===== config.mk =====
export PLATFORM = sky130hd
export DESIGN_NAME = nch_divider
export DESIGN_NICKNAME = d
export VERILOG_FILES = /design/src/rtl/core/nch_pkg.sv /design/src/rtl/core/nch_divider.sv
export SDC_FILE = /design/constraint.sdc
export NUM_CORES = 1
export LEC_CHECK = 0
export ABC_AREA = 1
export ABC_CLOCK_PERIOD_IN_PS = 2000
export BUFFER_PORTS_ARGS = -buffer_cell sky130_fd_sc_hd__buf_2
export CAP_MARGIN = 20
export CORE_MARGIN = 2
export CORE_UTILIZATION = 47
export CTS_BUF_LIST = sky130_fd_sc_hd__clkbuf_4 sky130_fd_sc_hd__clkbuf_8
export CTS_CLUSTER_SIZE = 16
export DETAILED_ROUTE_END_ITERATION = 7
export PLACE_DENSITY = 0.67
export SETUP_SLACK_MARGIN = 0.4
export SYNTH_ARGS = -nofsm -noshare
export SYNTH_HDL_FRONTEND = slang
export SYNTH_SLANG_ARGS = --single-unit

===== constraint.sdc =====
create_clock -name clk -period 2 [get_ports clk]
set_input_delay 0.4 -clock clk [delete_from_list [all_inputs] [get_ports clk]]
set_output_delay 0.4 -clock clk [all_outputs]
set_load 0.05 [all_outputs]

===== src/rtl/core/nch_pkg.sv =====
// Shared constants for the nearest centroid histogram block.
package nch_pkg;
	localparam int MaxCentroids = 64;
	localparam int MaxLength = 128;
	localparam int CountBits = 24;

	localparam logic [1:0] MODE_LOAD = 2'd0;
	localparam logic [1:0] MODE_DESC = 2'd1;
	localparam logic [1:0] MODE_FINISH = 2'd2;

	localparam logic CFG_NUM_CENTROIDS = 1'b0;
	localparam logic CFG_VECTOR_LENGTH = 1'b1;

	localparam logic KIND_ASSIGN = 1'b0;
	localparam logic KIND_BIN = 1'b1;
endpackage


===== src/rtl/core/nch_divider.sv =====
// Restoring divider: floor((count << 16) / total), one quotient bit per cycle.
module nch_divider import nch_pkg::*; #(
	parameter int COUNT_BITS = CountBits
) (
	input  logic                  clk,
	input  logic                  arst_n,
	input  logic                  start,
	input  logic [COUNT_BITS-1:0] count,
	input  logic [COUNT_BITS-1:0] total,
	output logic                  done,
	output logic [16:0]           quot
);
	localparam int NB = COUNT_BITS + 16;
	localparam int CW = $clog2(NB + 1);

	logic [NB-1:0]     num_q;
	logic [COUNT_BITS:0] rem_q;
	logic [COUNT_BITS-1:0] den_q;
	logic [NB-1:0]     quo_q;
	logic [CW-1:0]     cnt_q;
	logic              busy_q, done_q;
	logic [COUNT_BITS+1:0] trial;
	logic [COUNT_BITS:0] shifted;

	assign shifted = {rem_q[COUNT_BITS-1:0], num_q[NB-1]};
	assign trial = {1'b0, shifted} - {2'b00, den_q};

	// shift one numerator bit per cycle
	always_ff @(posedge clk or negedge arst_n) begin
		if (!arst_n) begin
			busy_q <= 1'b0;
			done_q <= 1'b0;
			cnt_q  <= '0;
		end else begin
			done_q <= 1'b0;
			if (start) begin
				busy_q <= 1'b1;
				cnt_q  <= CW'(NB);
			end else if (busy_q) begin
				cnt_q <= cnt_q - 1'b1;
				if (cnt_q == CW'(1)) begin
					busy_q <= 1'b0;
					done_q <= 1'b1;
				end
			end
		end
	end

	always_ff @(posedge clk) begin
		if (start) begin
			num_q <= {count, 16'd0};
			rem_q <= '0;
			den_q <= total;
			quo_q <= '0;
		end else if (busy_q) begin
			num_q <= {num_q[NB-2:0], 1'b0};
			if (!trial[COUNT_BITS+1]) begin
				rem_q <= trial[COUNT_BITS:0];
				quo_q <= {quo_q[NB-2:0], 1'b1};
			end else begin
				rem_q <= shifted;
				quo_q <= {quo_q[NB-2:0], 1'b0};
			end
		end
	end

	assign done = done_q;
	// count <= total, so the quotient fits in 17 bits
	assign quot = (den_q == '0) ? 17'd0 : quo_q[16:0];
endmodule


==> reports/metrics.csv <==
stage,metric,value,unit
run_status,outcome,finished with violations,
run_status,failing checks,negative setup slack,
pwr,worst ir drop on vdd,0.373,mV
setup_path,Critical Path Fanout Max,8,
detailed_routing,Total Wirelength,15300,microns
setup_path,critical path endpoint category,primary output,
die,core footprint,12000,sq um
yosys,number of distinct library cells after synthesis,38,
detailed_routing,number of search-and-repair iterations in the first detailed-routing pass,7,
setup_path,startpoint type of the worst setup path,flip-flop,
global_route,overflow left after global routing,0,
detailed_routing,DRC violation count after routing,0,
timing,Setup WS post-layout,-0.484,ns
min_path,Worst Hold Endpoint,den_q[21],
timing,share of the clock period used by the worst path after layout,124,%
clock_tree,CTS Buf Count,9,
place,HPWL after detailed placement,10900,microns
pwr,Flop pwr share,54.2,%
pwr,Combinational Power Share,17.2,%
timing,post-route minimum period,2.48,ns
die,site row count,40,
setup_path,logic depth of the worst register-to-register path,18,
yosys,most used flip-flop cell after synthesis,sky130_fd_sc_hd__edfxtp_1,
final_layout,fraction of final layout cells sized beyond drive strength 1,36.0,%
setup_path,source of the worst register-to-register timing path,den_q[7],
clock_tree,clock latency on the worst-skew pair,0.37,ns
clock_tree,Clock transition at path regs,0.09,ns
job,total of max-cap violations,0,
die,initial core utilization,48.1,%
timing,number of failing hold endpoints at the final stage,0,
yosys,share of the synthesized area in the top cell type,25.0,%
place,count of port buffers added during placement,68,
final_layout,area grow syn2layout,38.2,%
yosys,total nets after synthesis,867,
yosys,"top cells by area, synth","sky130_fd_sc_hd__edfxtp_1 (25%), sky130_fd_sc_hd__nand2_1 (19%), sky130_fd_sc_hd__dfxtp_1 (14%)",
timing,Worst Clk Skew,0.00976,ns
min_path,hold path startpoint,total[21],
pwr,Sw Ratio,28.6,%
die,Boundary Pins,69,
global_route,largest net degree at the start of global routing,44,
die,Chip Width,115,microns
global_route,vias in the first global route,5249,
clock_tree,H-Tree Depth,3,
yosys,count of state elements after synthesis,97,
detailed_routing,first-iteration detailed-routing DRC count,251,
yosys,count of yosys warnings during synthesis,0,
pwr,internal power summed over all cells,2.97,mW
timing,final-layout setup total negative slack,-10.57,ns
global_route,global-route wire length before repair,24500,microns
timing,Setup Viol. Count Final,41,
clock_tree,CTS sink cnt,97,
pwr,static leakage,4.12,nW
clock_tree,maximum count of clock buffers along a single path,2,
setup_path,internal reg-to-reg setup slack,-0.15,ns
yosys,Post-synth EDFFs,48,
yosys,Cells after Synth,789,
final_layout,Total Nets Final,1003,
min_path,class of the tightest hold or removal check,primary input to flip-flop,
die,Total Die Area,13200,sq um
timing,setup repair after global routing missed its margin,yes,
pwr,power per cell area,521,nW/um^2
timing,maximum clock rate,403,MHz
setup_path,critical register-to-register path endpoint,rem_q[13],
final_layout,Layout Utilization,66.5,%
detailed_routing,vias after detailed routing,5477,
detailed_routing,WL/cell,14.2,microns
setup_path,beginning of the critical path,den_q[13],
clock_tree,CTS Root Buffer Type,sky130_fd_sc_hd__clkbuf_8,
timing,fin. max-slew vios,0,
place,final RePlAce weighted congestion,0.942,
yosys,synthesized area per cell,7.32,sq um
yosys,share of synthesized registers carrying an async set or reset,8.25,%
final_layout,count of antenna diodes in the layout,0,
min_path,number of stages on the worst hold path,1,
pwr,Sw Pwr,1.19,mW
global_route,overall routing resource usage,23.4,%
die,Chip Height,115,microns
yosys,library cell with the largest summed area after synthesis,sky130_fd_sc_hd__edfxtp_1,
yosys,fraction of the yosys area taken by sequential cells,42.6,%
timing,transition time of the tightest slew-check pin,0.422,ns
setup_path,Crit path required time,1.60,ns
detailed_routing,average via count per standard cell,5.09,
final_layout,number of fillers in the final layout,935,
timing,worst-case headroom to the max-slew limit,71.9,%
yosys,total standard cell area after synthesis,5780,sq um
detailed_routing,number of nets with antenna violations after detailed routing,0,
pwr,share of power burned in the clock network,28.6,%
clock_tree,CTS tree,yes,
setup_path,Crit Path Class,flip-flop to primary output,
setup_path,CP Data Arrival Time,2.08,ns
global_route,antenna violations before repair,0,
## layout make-up
cell class	instances	area [sq um]	share of cell area (%)
Clock buffer	9	124	1.55
Clock inverter	7	55.1	0.690
Inverter	145	549	6.88
Multi-Input combinational cell	529	3430	43.0
Sequential cell	97	2460	30.8
Tap cell	147	184	2.30
Timing Repair Buffer	143	1170	14.7
## power groups by stage
stage               clock network [mW]  logic (mW)  registers [mW]
floorplan                            0       0.363            2.28
global placement                     0       0.568            2.29
detailed placement                   0       0.584            2.29
CTS                               1.22       0.636            2.25
global route                      1.31       0.789            2.26
finish                            1.19       0.716            2.25
## cells by family after synthesis
logic type / synth area share, %
buffers and inverters: 11.1
AND/OR/NAND/NOR: 34.6
flip-flops: 42.6
XOR/XNOR: 1.67
adder cells (fa/ha/maj): 5.98
AO/OA/AOI/OAI: 3.96
## through the flow
step	cells	hold WS, ns	setup slack [ns]	power [mW]	area, sq um
6_report	1077	0.200	-0.484	4.16	7980
5_1_grt	1077	0.182	-0.531	4.36	7980
4_1_cts	1063	0.185	-0.522	4.11	7500
3_5_place_dp	1034	0.253	-0.165	2.88	6870
3_3_place_gp	1034	0.244	-0.220	2.86	6870
2_1_floorplan	789	0.104	0.171	2.64	6040
## critical path: stages (launching register included)
cell	delay, ns
sky130_fd_sc_hd__edfxtp_1	0.43
sky130_fd_sc_hd__nor4_2	0.31
sky130_fd_sc_hd__nand4_1	0.27
sky130_fd_sc_hd__nor3_4	0.22
sky130_fd_sc_hd__buf_12	0.15
sky130_fd_sc_hd__buf_16	0.14
sky130_fd_sc_hd__nor2_2	0.05
sky130_fd_sc_hd__buf_6	0.15
## layout by cell type, fill, tap and decap left out, drive strengths merged
| cell | count |
|---|---|
| nand4 | 13 |
| and2 | 1 |
| edfxtp | 48 |
| xor2 | 10 |
| o21ai | 5 |
| clkinv | 3 |
| dfrtp | 8 |
| nor4 | 5 |
| o22ai | 18 |
| dfxtp | 41 |
| o21bai | 1 |
| nand2 | 302 |
| buf | 141 |
| fa | 1 |
| clkinvlp | 3 |
| nand3b | 2 |
| ha | 26 |
| a21oi | 16 |
| dlygate4sd3 | 1 |
| inv | 146 |
| clkbuf | 10 |
| nor2 | 51 |
| nand3 | 67 |
| xnor2 | 1 |
| nor3 | 7 |
| or2 | 3 |
## synth_stat cells (2+ instances only)
cell	number
sky130_fd_sc_hd__nand2_1	288
sky130_fd_sc_hd__inv_1	141
sky130_fd_sc_hd__nand3_1	56
sky130_fd_sc_hd__edfxtp_1	48
sky130_fd_sc_hd__nor2_1	44
sky130_fd_sc_hd__dfxtp_1	41
sky130_fd_sc_hd__ha_1	26
sky130_fd_sc_hd__o22ai_1	18
sky130_fd_sc_hd__a21oi_1	15
sky130_fd_sc_hd__clkbuf_1	14
sky130_fd_sc_hd__nand2_2	13
sky130_fd_sc_hd__nand4_1	13
sky130_fd_sc_hd__nand3_2	11
sky130_fd_sc_hd__xor2_1	10
sky130_fd_sc_hd__dfrtp_1	8
sky130_fd_sc_hd__nor3_1	5
sky130_fd_sc_hd__nor4_1	5
sky130_fd_sc_hd__o21ai_0	5
sky130_fd_sc_hd__nor2_2	3
sky130_fd_sc_hd__nor2_4	3
sky130_fd_sc_hd__inv_2	2
sky130_fd_sc_hd__nand3b_1	2
sky130_fd_sc_hd__nor3_2	2
sky130_fd_sc_hd__or2_2	2
## sequential cells by signal, indices dropped and copies added (netlist names)
| signal | count |
|---|---|
| cnt_q | 6 |
| busy_q | 1 |
| num_q | 24 |
| den_q | 24 |
| done | 1 |
| rem_q | 24 |
| quo_q | 17 |
## worst max path at each step
stage | end | slack [ns]
3_3_place_gp | quot[16] | -0.22
6_report | quot[12] | -0.48
2_1_floorplan | quot[10] | 0.17
3_5_place_dp | quot[16] | -0.17
4_1_cts | quot[5] | -0.52
5_1_grt | quot[16] | -0.53
## per-layer routing
layer / track usage [%] / part of all wire (%) / vias to the layer above / wire length (microns)
met5: 0 / 0 / - / 0
met4: 6.43 / 2.1 / 0 / 325
met3: 4.74 / 5.6 / 28 / 851
met2: 40.9 / 50 / 165 / 7690
met1: 29.4 / 42 / 2545 / 6430
li1: - / - / 2739 / -
## timing repair
action,CTS,global route
gates cloned,1,1
hold buffers,1,0
setup buffers,11,13
gates resized for setup,84,92
endpoints found under the hold margin,8,0
pin swaps,25,27
endpoints found under the setup margin,42,42
Power figures use the tool's default switching activity.
